--- config.mk ---
export PLATFORM = sky130hd
export DESIGN_NAME = virtual_uart_register_front_unit
export DESIGN_NICKNAME = d
export VERILOG_FILES = /design/src/hdl/uvrf_pkg.sv /design/src/hdl/virtual_uart_register_front_unit.sv /design/src/hdl/uvrf_front.sv /design/src/hdl/uvrf_queue.sv /design/src/hdl/uvrf_back.sv
export SDC_FILE = /design/constraint.sdc
export NUM_CORES = 1
export LEC_CHECK = 0
export BUFFER_PORTS_ARGS = -buffer_cell sky130_fd_sc_hd__buf_2
export CAP_MARGIN = 20
export CORE_ASPECT_RATIO = 2
export CORE_MARGIN = 3
export CORE_UTILIZATION = 61
export CTS_BUF_LIST = sky130_fd_sc_hd__clkbuf_8
export DETAILED_ROUTE_END_ITERATION = 16
export PLACE_DENSITY = 0.84
export SLEW_MARGIN = 10
export SYNTH_ARGS = -nofsm -noshare
export SYNTH_HDL_FRONTEND = slang
export SYNTH_SLANG_ARGS = --single-unit
--- constraint.sdc ---
create_clock -name clk -period 7.7 [get_ports clk]
set_input_delay 1.54 -clock clk [delete_from_list [all_inputs] [get_ports clk]]
set_output_delay 1.54 -clock clk [all_outputs]
set_load 0.02 [all_outputs]
--- src/hdl/uvrf_pkg.sv ---
// Shared types, codes and constants of the virtual UART register front.
// No dependencies.
package uvrf_pkg;

  localparam int NUM_PORTS     = 2;
  localparam int DEC_PORTS     = 2;
  localparam int REGS_PER_PORT = 8;
  localparam int OFS_W         = $clog2(REGS_PER_PORT);
  localparam int PORT_W        = $clog2(DEC_PORTS);
  localparam int QDEPTH        = 2;

  localparam logic [3:0] CMD_NONE      = 4'd0;
  localparam logic [3:0] CMD_READBYTE  = 4'd1;
  localparam logic [3:0] CMD_WRITEBYTE = 4'd2;
  localparam logic [3:0] CMD_SETIER    = 4'd3;
  localparam logic [3:0] CMD_SETFCR    = 4'd4;
  localparam logic [3:0] CMD_SETLCR    = 4'd5;
  localparam logic [3:0] CMD_SETBAUD   = 4'd6;
  localparam logic [3:0] CMD_SETMCR    = 4'd7;
  localparam logic [3:0] CMD_GETLSR    = 4'd8;
  localparam logic [3:0] CMD_GETMSR    = 4'd9;

  localparam logic [OFS_W-1:0] OFS_RBR = 3'd0;
  localparam logic [OFS_W-1:0] OFS_IER = 3'd1;
  localparam logic [OFS_W-1:0] OFS_IIR = 3'd2;
  localparam logic [OFS_W-1:0] OFS_LCR = 3'd3;
  localparam logic [OFS_W-1:0] OFS_MCR = 3'd4;
  localparam logic [OFS_W-1:0] OFS_LSR = 3'd5;
  localparam logic [OFS_W-1:0] OFS_MSR = 3'd6;
  localparam logic [OFS_W-1:0] OFS_SCR = 3'd7;

  localparam logic [1:0] CFG_BACKEND = 2'd0;
  localparam logic [1:0] CFG_PORT0   = 2'd1;
  localparam logic [1:0] CFG_PORT1   = 2'd2;

  localparam logic ACT_READ  = 1'b0;
  localparam logic ACT_WRITE = 1'b1;

  localparam logic [15:0] BASE0_RST = 16'h03F8;
  localparam logic [15:0] BASE1_RST = 16'h02F8;
  localparam logic [7:0]  LCR_RST   = 8'h03;
  localparam logic [7:0]  LSR_RST   = 8'h60;
  localparam logic [7:0]  DLL_RST   = 8'h0C;
  localparam logic [7:0]  LSR_KEEP  = 8'h60;
  localparam logic [7:0]  MSR_KEEP  = 8'hF0;
  localparam logic [7:0]  IER_MASK  = 8'h0F;
  localparam logic [7:0]  IIR_VAL   = 8'h01;
  localparam logic [7:0]  MISS_VAL  = 8'hFF;
  localparam int          DLAB_BIT  = 7;

  typedef struct packed {
    logic              action;
    logic              hit;
    logic [PORT_W-1:0] port;
    logic [OFS_W-1:0]  offset;
    logic              linked;
    logic [7:0]        wdata;
    logic [7:0]        rx;
    logic [7:0]        lsr;
    logic [7:0]        msr;
  } uvrf_req_t;

  typedef struct packed {
    logic      valid;
    uvrf_req_t req;
  } uvrf_qhead_t;

endpackage

--- src/hdl/virtual_uart_register_front_unit.sv ---
// Top level of the virtual UART register front: front decode, request queue
// and back execution. Depends on uvrf_pkg, uvrf_front, uvrf_queue, uvrf_back.
//
// Usage:
//  - Input channel (in_valid / in_stall): one guest byte read or write per
//    request, with the backend's received byte and live status bytes.
//  - Result channel (out_valid / out_stall): one result per request, two for a
//    linked line control write that closes the divisor latch with a nonzero
//    divisor (set-LCR then set-baud, out_last marks the final one).
//  - APB-style port: backend_linked at 0x0, port0_base at 0x4, port1_base at
//    0x8; pready is always high. Write only while the block is idle.
//  - An accepted request passes the queue entry, then the back part's output
//    register. Throughput: one request per cycle while out_stall is low; a
//    two-result request holds the output register for both its results.
//  - A 2-entry queue parts decode from execution; in_stall rises when it is
//    full, so a stalled receiver back-pressures the input once 2 requests wait
//    behind the output register (3 requests after an empty block).
//  - Reset (rst_n low, synchronous) restores register defaults, empties the
//    queue and holds in_stall high.
module virtual_uart_register_front_unit import uvrf_pkg::*; (
  input  logic        clk,
  input  logic        rst_n,
  input  logic        psel,
  input  logic        penable,
  input  logic        pwrite,
  input  logic [3:0]  paddr,
  input  logic [31:0] pwdata,
  output logic [31:0] prdata,
  output logic        pready,
  input  logic        in_valid,
  output logic        in_stall,
  input  logic        in_action,
  input  logic [15:0] in_address,
  input  logic [7:0]  in_write_data,
  input  logic [7:0]  in_rx_byte,
  input  logic [7:0]  in_live_line_status,
  input  logic [7:0]  in_live_modem_status,
  output logic        out_valid,
  input  logic        out_stall,
  output logic [7:0]  out_read_data,
  output logic        out_hit,
  output logic [3:0]  out_command,
  output logic        out_port_index,
  output logic [15:0] out_argument,
  output logic        out_last
);

  logic        q_full;
  logic        q_push;
  logic        q_pop;
  uvrf_req_t   q_req;
  uvrf_qhead_t q_head;

  uvrf_front u_front (
    .clk                  (clk),
    .rst_n                (rst_n),
    .psel                 (psel),
    .penable              (penable),
    .pwrite               (pwrite),
    .paddr                (paddr),
    .pwdata               (pwdata),
    .prdata               (prdata),
    .pready               (pready),
    .in_valid             (in_valid),
    .in_stall             (in_stall),
    .in_action            (in_action),
    .in_address           (in_address),
    .in_write_data        (in_write_data),
    .in_rx_byte           (in_rx_byte),
    .in_live_line_status  (in_live_line_status),
    .in_live_modem_status (in_live_modem_status),
    .q_full               (q_full),
    .q_push               (q_push),
    .q_req                (q_req)
  );

  uvrf_queue u_queue (
    .clk      (clk),
    .rst_n    (rst_n),
    .push     (q_push),
    .push_req (q_req),
    .full     (q_full),
    .pop      (q_pop),
    .head     (q_head)
  );

  uvrf_back u_back (
    .clk            (clk),
    .rst_n          (rst_n),
    .head           (q_head),
    .pop            (q_pop),
    .out_valid      (out_valid),
    .out_stall      (out_stall),
    .out_read_data  (out_read_data),
    .out_hit        (out_hit),
    .out_command    (out_command),
    .out_port_index (out_port_index),
    .out_argument   (out_argument),
    .out_last       (out_last)
  );

endmodule

--- src/hdl/uvrf_front.sv ---
// Front part: configuration registers on the APB-style port and address decode
// of incoming requests into classified queue entries. Depends on uvrf_pkg.
module uvrf_front import uvrf_pkg::*; (
  input  logic            clk,
  input  logic            rst_n,
  input  logic            psel,
  input  logic            penable,
  input  logic            pwrite,
  input  logic [3:0]      paddr,
  input  logic [31:0]     pwdata,
  output logic [31:0]     prdata,
  output logic            pready,
  input  logic            in_valid,
  output logic            in_stall,
  input  logic            in_action,
  input  logic [15:0]     in_address,
  input  logic [7:0]      in_write_data,
  input  logic [7:0]      in_rx_byte,
  input  logic [7:0]      in_live_line_status,
  input  logic [7:0]      in_live_modem_status,
  input  logic            q_full,
  output logic            q_push,
  output uvrf_req_t       q_req
);

  logic        linked_r;
  logic [15:0] base0_r;
  logic [15:0] base1_r;
  logic        cfg_wr;
  logic        match0;
  logic        match1;
  logic [15:0] ofs0;
  logic [15:0] ofs1;

  assign pready = 1'b1;
  assign cfg_wr = psel & penable & pwrite;

  always_ff @(posedge clk) begin
    if (!rst_n) begin
      linked_r <= 1'b0;
      base0_r  <= BASE0_RST;
      base1_r  <= BASE1_RST;
    end else if (cfg_wr) begin
      unique case (paddr[3:2])
        CFG_BACKEND: linked_r <= pwdata[0];
        CFG_PORT0:   base0_r  <= pwdata[15:0];
        CFG_PORT1:   base1_r  <= pwdata[15:0];
        default: ;
      endcase
    end
  end

  always_comb begin
    unique case (paddr[3:2])
      CFG_BACKEND: prdata = {31'd0, linked_r};
      CFG_PORT0:   prdata = {16'd0, base0_r};
      CFG_PORT1:   prdata = {16'd0, base1_r};
      default:     prdata = 32'd0;
    endcase
  end

  assign match0 = ({1'b0, in_address} >= {1'b0, base0_r}) &&
                  ({1'b0, in_address} < ({1'b0, base0_r} + 17'(REGS_PER_PORT)));
  assign match1 = (NUM_PORTS > 1) &&
                  ({1'b0, in_address} >= {1'b0, base1_r}) &&
                  ({1'b0, in_address} < ({1'b0, base1_r} + 17'(REGS_PER_PORT)));
  assign ofs0 = in_address - base0_r;
  assign ofs1 = in_address - base1_r;

  // port 0 wins where windows overlap
  always_comb begin
    q_req.action = in_action;
    q_req.hit    = match0 | match1;
    q_req.port   = PORT_W'(!match0 && match1);
    q_req.offset = match0 ? ofs0[OFS_W-1:0] : (match1 ? ofs1[OFS_W-1:0] : '0);
    q_req.linked = linked_r;
    q_req.wdata  = in_write_data;
    q_req.rx     = in_rx_byte;
    q_req.lsr    = in_live_line_status;
    q_req.msr    = in_live_modem_status;
  end

  assign in_stall = q_full | ~rst_n;
  assign q_push   = in_valid & ~in_stall;

endmodule

--- src/hdl/uvrf_queue.sv ---
// Short request queue between front and back parts.
// Depends on uvrf_pkg.
module uvrf_queue import uvrf_pkg::*; (
  input  logic        clk,
  input  logic        rst_n,
  input  logic        push,
  input  uvrf_req_t   push_req,
  output logic        full,
  input  logic        pop,
  output uvrf_qhead_t head
);

  localparam int PTR_W = (QDEPTH > 1) ? $clog2(QDEPTH) : 1;
  localparam int CNT_W = $clog2(QDEPTH + 1);

  uvrf_req_t          mem_r [QDEPTH];
  logic [PTR_W-1:0]   wr_ptr_r;
  logic [PTR_W-1:0]   rd_ptr_r;
  logic [CNT_W-1:0]   count_r;
  logic [CNT_W-1:0]   count_nxt;

  assign full       = (count_r == CNT_W'(QDEPTH));
  assign head.valid = (count_r != '0);
  assign head.req   = mem_r[rd_ptr_r];

  always_comb begin
    count_nxt = count_r;
    if (push && !pop) count_nxt = count_r + CNT_W'(1);
    else if (!push && pop) count_nxt = count_r - CNT_W'(1);
  end

  always_ff @(posedge clk) begin
    if (!rst_n) begin
      wr_ptr_r <= '0;
      rd_ptr_r <= '0;
      count_r  <= '0;
    end else begin
      count_r <= count_nxt;
      if (push) wr_ptr_r <= (wr_ptr_r == PTR_W'(QDEPTH - 1)) ? '0 : wr_ptr_r + PTR_W'(1);
      if (pop)  rd_ptr_r <= (rd_ptr_r == PTR_W'(QDEPTH - 1)) ? '0 : rd_ptr_r + PTR_W'(1);
    end
  end

  always_ff @(posedge clk) begin
    if (push) mem_r[wr_ptr_r] <= push_req;
  end

endmodule

--- src/hdl/uvrf_back.sv ---
// Back part: per-port UART register state, request execution and the
// result output register. Depends on uvrf_pkg.
module uvrf_back import uvrf_pkg::*; (
  input  logic          clk,
  input  logic          rst_n,
  input  uvrf_qhead_t   head,
  output logic          pop,
  output logic          out_valid,
  input  logic          out_stall,
  output logic [7:0]    out_read_data,
  output logic          out_hit,
  output logic [3:0]    out_command,
  output logic          out_port_index,
  output logic [15:0]   out_argument,
  output logic          out_last
);

  logic [3:0] ier_r [DEC_PORTS];
  logic [7:0] lcr_r [DEC_PORTS];
  logic [7:0] mcr_r [DEC_PORTS];
  logic [7:0] lsr_r [DEC_PORTS];
  logic [7:0] msr_r [DEC_PORTS];
  logic [7:0] scr_r [DEC_PORTS];
  logic [7:0] dll_r [DEC_PORTS];
  logic [7:0] dlm_r [DEC_PORTS];

  logic              out_valid_r;
  logic [7:0]        out_read_data_r;
  logic              out_hit_r;
  logic [3:0]        out_command_r;
  logic              out_port_index_r;
  logic [15:0]       out_argument_r;
  logic              out_last_r;
  logic              pend_r;
  logic [15:0]       baud_div_r;
  logic              baud_port_r;

  logic              slot_free;
  uvrf_req_t         rq;
  logic [PORT_W-1:0] p;
  logic              dlab;
  logic [15:0]       div;
  logic [7:0]        e_rd;
  logic [3:0]        e_cmd;
  logic [15:0]       e_arg;
  logic              e_two;
  logic [3:0]        ier_nxt;
  logic [7:0]        lcr_nxt;
  logic [7:0]        mcr_nxt;
  logic [7:0]        lsr_nxt;
  logic [7:0]        msr_nxt;
  logic [7:0]        scr_nxt;
  logic [7:0]        dll_nxt;
  logic [7:0]        dlm_nxt;
  logic [7:0]        lsr_val;
  logic [7:0]        msr_val;

  assign slot_free = ~out_valid_r | ~out_stall;
  assign pop       = slot_free & ~pend_r & head.valid;
  assign rq        = head.req;
  assign p         = rq.port;
  assign dlab      = lcr_r[p][DLAB_BIT];
  assign div       = {dlm_r[p], dll_r[p]};
  assign lsr_val   = rq.linked ? rq.lsr : lsr_r[p];
  assign msr_val   = rq.linked ? rq.msr : msr_r[p];

  always_comb begin
    e_rd    = 8'd0;
    e_cmd   = CMD_NONE;
    e_arg   = 16'd0;
    e_two   = 1'b0;
    ier_nxt = ier_r[p];
    lcr_nxt = lcr_r[p];
    mcr_nxt = mcr_r[p];
    lsr_nxt = lsr_r[p];
    msr_nxt = msr_r[p];
    scr_nxt = scr_r[p];
    dll_nxt = dll_r[p];
    dlm_nxt = dlm_r[p];
    if (!rq.hit) begin
      e_rd = (rq.action == ACT_WRITE) ? 8'd0 : MISS_VAL;
    end else if (rq.action == ACT_READ) begin
      unique case (rq.offset)
        OFS_RBR: begin
          if (dlab) e_rd = dll_r[p];
          else if (rq.linked) begin
            e_rd  = rq.rx;
            e_cmd = CMD_READBYTE;
          end
        end
        OFS_IER: e_rd = dlab ? dlm_r[p] : {4'd0, ier_r[p]};
        OFS_IIR: e_rd = IIR_VAL;
        OFS_LCR: e_rd = lcr_r[p];
        OFS_MCR: e_rd = mcr_r[p];
        OFS_LSR: begin
          e_rd    = lsr_val;
          e_cmd   = rq.linked ? CMD_GETLSR : CMD_NONE;
          lsr_nxt = lsr_val & LSR_KEEP;
        end
        OFS_MSR: begin
          e_rd    = msr_val;
          e_cmd   = rq.linked ? CMD_GETMSR : CMD_NONE;
          msr_nxt = msr_val & MSR_KEEP;
        end
        default: e_rd = scr_r[p];
      endcase
    end else begin
      unique case (rq.offset)
        OFS_RBR: begin
          if (dlab) dll_nxt = rq.wdata;
          else if (rq.linked) begin
            e_cmd = CMD_WRITEBYTE;
            e_arg = {8'd0, rq.wdata};
          end
        end
        OFS_IER: begin
          if (dlab) dlm_nxt = rq.wdata;
          else begin
            ier_nxt = rq.wdata[3:0];
            if (rq.linked) begin
              e_cmd = CMD_SETIER;
              e_arg = {8'd0, rq.wdata & IER_MASK};
            end
          end
        end
        OFS_IIR: begin
          if (rq.linked) begin
            e_cmd = CMD_SETFCR;
            e_arg = {8'd0, rq.wdata};
          end
        end
        OFS_LCR: begin
          lcr_nxt = rq.wdata;
          if (rq.linked) begin
            e_cmd = CMD_SETLCR;
            e_arg = {8'd0, rq.wdata};
            e_two = dlab & ~rq.wdata[DLAB_BIT] & (div != 16'd0);
          end
        end
        OFS_MCR: begin
          mcr_nxt = rq.wdata;
          if (rq.linked) begin
            e_cmd = CMD_SETMCR;
            e_arg = {8'd0, rq.wdata};
          end
        end
        OFS_LSR, OFS_MSR: ;
        default: scr_nxt = rq.wdata;
      endcase
    end
  end

  always_ff @(posedge clk) begin
    if (!rst_n) begin
      out_valid_r <= 1'b0;
      pend_r      <= 1'b0;
      for (int i = 0; i < DEC_PORTS; i++) begin
        ier_r[i] <= 4'd0;
        lcr_r[i] <= LCR_RST;
        mcr_r[i] <= 8'd0;
        lsr_r[i] <= LSR_RST;
        msr_r[i] <= 8'd0;
        scr_r[i] <= 8'd0;
        dll_r[i] <= DLL_RST;
        dlm_r[i] <= 8'd0;
      end
    end else begin
      if (slot_free) out_valid_r <= pend_r | head.valid;
      if (pend_r && slot_free) pend_r <= 1'b0;
      else if (pop) pend_r <= e_two;
      if (pop && rq.hit) begin
        ier_r[p] <= ier_nxt;
        lcr_r[p] <= lcr_nxt;
        mcr_r[p] <= mcr_nxt;
        lsr_r[p] <= lsr_nxt;
        msr_r[p] <= msr_nxt;
        scr_r[p] <= scr_nxt;
        dll_r[p] <= dll_nxt;
        dlm_r[p] <= dlm_nxt;
      end
    end
  end

  always_ff @(posedge clk) begin
    if (slot_free) begin
      if (pend_r) begin
        out_read_data_r  <= 8'd0;
        out_hit_r        <= 1'b1;
        out_command_r    <= CMD_SETBAUD;
        out_port_index_r <= baud_port_r;
        out_argument_r   <= baud_div_r;
        out_last_r       <= 1'b1;
      end else if (pop) begin
        out_read_data_r  <= e_rd;
        out_hit_r        <= rq.hit;
        out_command_r    <= e_cmd;
        out_port_index_r <= rq.hit & (p != '0);
        out_argument_r   <= e_arg;
        out_last_r       <= ~e_two;
        baud_div_r       <= div;
        baud_port_r      <= p != '0;
      end
    end
  end

  assign out_valid      = out_valid_r;
  assign out_read_data  = out_read_data_r;
  assign out_hit        = out_hit_r;
  assign out_command    = out_command_r;
  assign out_port_index = out_port_index_r;
  assign out_argument   = out_argument_r;
  assign out_last       = out_last_r;

endmodule

==> reports/qor.txt <==
Area Overhead vs Synth - 11.1%
Vias - 10600
CTS tree - yes
Tightest Pin Transition - 1080 ps
Worst Min Path Start - u_front.base0_r[2]
Routing usage on met2 - 55.2%
Crit-path cells - buf_2, o21ai_0, buf_2
VDD IR-drop max - 0.176 mV
Routed Antenna Nets - 0
CTS Hold Buffers Added - 0
Worst EP required - 6160 ps
Die area - 0.0261 mm2
Mapped Avg Cell Area - 11.4 um2
Most used flip-flop cell after synthesis - edfxtp_1
Cts bufs inserted - 39
RSZ-0062 raised after global routing - false
Drt total wl - 38.6 mm
GR Layer Usage met3 - 4.46%
CP max stage delay - 730 ps
Post-CTS Setup Bufs - 0
Achievable Freq - 0.227 GHz
Period utilisation layout - 57.1%
Post-synth cell types - 65
Syn Std Cell Area - 0.0147 mm2
Filler cell count - 1672
Post-synth top cells - edfxtp_1 (246), nand2_1 (164), nor2_1 (137), mux2i_1 (78), ha_1 (62)
Async SR Flop Fraction - 0%
Tmin final - 4400 ps
Vias in the first global route - 10800
CP Class - in2out
Global route hottest layer - met2
MaxCap Viol Count - 0
Total buffers and inverters traversed by the critical path - 2
CP Max Fanout - 47
Clk_lat worst skew - 550 ps
Critical path's slowest cell - buf_2
Reg clk slew, reported paths - 70 ps
CTS sink count - 286
Die height - 225 um
Setup crit start kind - primary input
Met1 Resource Use GR - 30.8%
Yosys top cell area share - 50.3%
Final setup viols - 0
Top-count cell post-synth - edfxtp_1
Hold EP - u_front.base0_r[2]
Vias per inst - 6.17
Yosys top cell by area - edfxtp_1
Final Power - 4.46 mW
YS warnings - 0
Wire per inst - 22.5 um
Leakage - 6.19 nW
Status - completed
Worst Path Arrival - 2860 ps
Die width - 116 um
Final core utilization - 69.6%
Reg2reg setup slack - 3550 ps
First-pass DRT Iterations - 5
Initial antenna violation count - 0
Reg2reg path depth - 9
Layout Nets - 1570
Crit-path most repeated cell - buf_2
Design Area, Final - 0.0163 mm2
CTS max path bufs - 3
End of the worst register-to-register path - u_back.msr_r[1][4]
Worst clock skew - 21.4 ps
CP Capture Type - output port
PD cells - 274 mW/mm2
Final hold violation count - 0
Slew margin rel. - 27.0%
Detailed Route Iter0 Violations - 682
Cts repair resizes - 0
Routability cong. - 1.07
Grt total ovfl - 0
# IOs - 158
PortBufs - 122
Setup TNS - 0 ps
Rows - 79
Diode count - 0
HP Class - reg2reg
Synth Instances - 1288
Final Max Tran Viols - 0
Sequential-to-total area share from yosys stat - 55.8%
CP top delay family - buffers and inverters
Post-synthesis register bit count - 286
DR DRC count - 0
H-Tree Depth - 2
First-pass GRT wire length - 59.3 mm
Share of layout cells above drive strength 1 - 18.2%
GRT Util Overall - 30.2%
DP Wirelength - 28.2 mm
Largest net degree at the start of global routing - 64
Post-synth EDFFs - 246
Top cells by area, synth - edfxtp_1 (50%), dfxtp_1 (5.5%), mux2i_1 (5.3%), ha_1 (5.3%), nand2_1 (4.2%)
Starting Density - 62.6%
Placement Cell Area - 0.0155 mm2
Core Box Area - 0.0234 mm2
Min-Delay Path Depth - 2
Root Buffer - clkbuf_8
-- worst max path at each step --
| stage | from | to | depth (start not counted) |
|---|---|---|---|
| CTS | rst_n | in_stall | 3 |
| detailed placement | rst_n | in_stall | 3 |
| floorplan | out_stall | u_back.dll_r[0][0] | 5 |
| global route | rst_n | in_stall | 3 |
| global placement | rst_n | in_stall | 3 |
| finish | rst_n | in_stall | 3 |
-- tightest hold or removal path: cells and delay by family (launching register included) --
kind / cells / cell delay, ps
AOI/OAI and AO/OA: 1 / 70
DFF: 1 / 340
and+or+nand+nor: 1 / 60
-- where the power goes --
| group | internal [mW] | total (mW) | switching [mW] |
|---|---|---|---|
| Sequential | 1.94 | 2.00 | 0.0631 |
| Clock | 0.593 | 1.14 | 0.550 |
| Combinational | 0.424 | 1.31 | 0.890 |
-- cells by family (layout without fill, tap and decap cells) --
logic type	Yosys count	after routing	share of synthesized area (%)
XOR/XNOR	28	28	1.67
adder cells (fa/ha/maj)	64	64	5.56
multiplexers	122	122	9.18
flip-flops	286	286	55.8
AO/OA/AOI/OAI	233	233	11.0
buffers and inverters	129	263	3.91
other	2	17	0.0512
AND/OR/NAND/NOR	424	424	12.8
-- sequential cells by signal, summed over array words and instances, names as in the netlist, 16 cells and up, named ones only --
register / count
u_queue.mem_r: 78
u_back.baud_div_r: 16
u_back.dll_r: 16
u_back.dlm_r: 16
u_back.lcr_r: 16
u_back.lsr_r: 16
u_back.mcr_r: 16
u_back.msr_r: 16
u_back.out_argument: 16
u_back.scr_r: 16
u_front.base0_r: 16
u_front.base1_r: 16
-- per-stage QoR --
stage	hold slack, ps	setup WS, ps	cells
floorplan	446	1790	1303
global placement	490	3340	1654
detailed placement	507	3360	1654
CTS	519	3350	1718
global route	538	3210	1720
finish	517	3300	1720
-- layout make-up --
type | instances | area (um2) | share of cell area [%]
clock buffers | 41 | 564 | 3.46
inverters | 56 | 213 | 1.31
clock inverters | 23 | 180 | 1.11
repair buffers | 143 | 781 | 4.79
well taps | 283 | 354 | 2.17
multi-input cells | 888 | 6020 | 36.9
flip-flops and latches | 286 | 8190 | 50.2
-- cell usage in the layout, fill, tap and decap left out, types with 18 or more instances in the layout --
master and count:
nor2_1 136, o21ai_0 43, mux2_2 37, buf_4 20, nand2_1 162, mux2i_1 78
clkbuf_8 41, inv_1 62, dfxtp_1 39, nand3_1 19, a21oi_1 38, edfxtp_1 246
buf_2 122, nor2b_1 18, a21boi_0 24, xnor2_1 25, ha_1 62, a211oi_1 25
-- per-layer routing --
metal  share of wire (%)  vias to the layer above
met5                   0                        -
met4                 8.2                        0
met3                 6.1                      153
met2                  54                      511
met1                  31                     5020
li1                    -                     4925
Note: power is estimated with default switching activity, not from simulation.
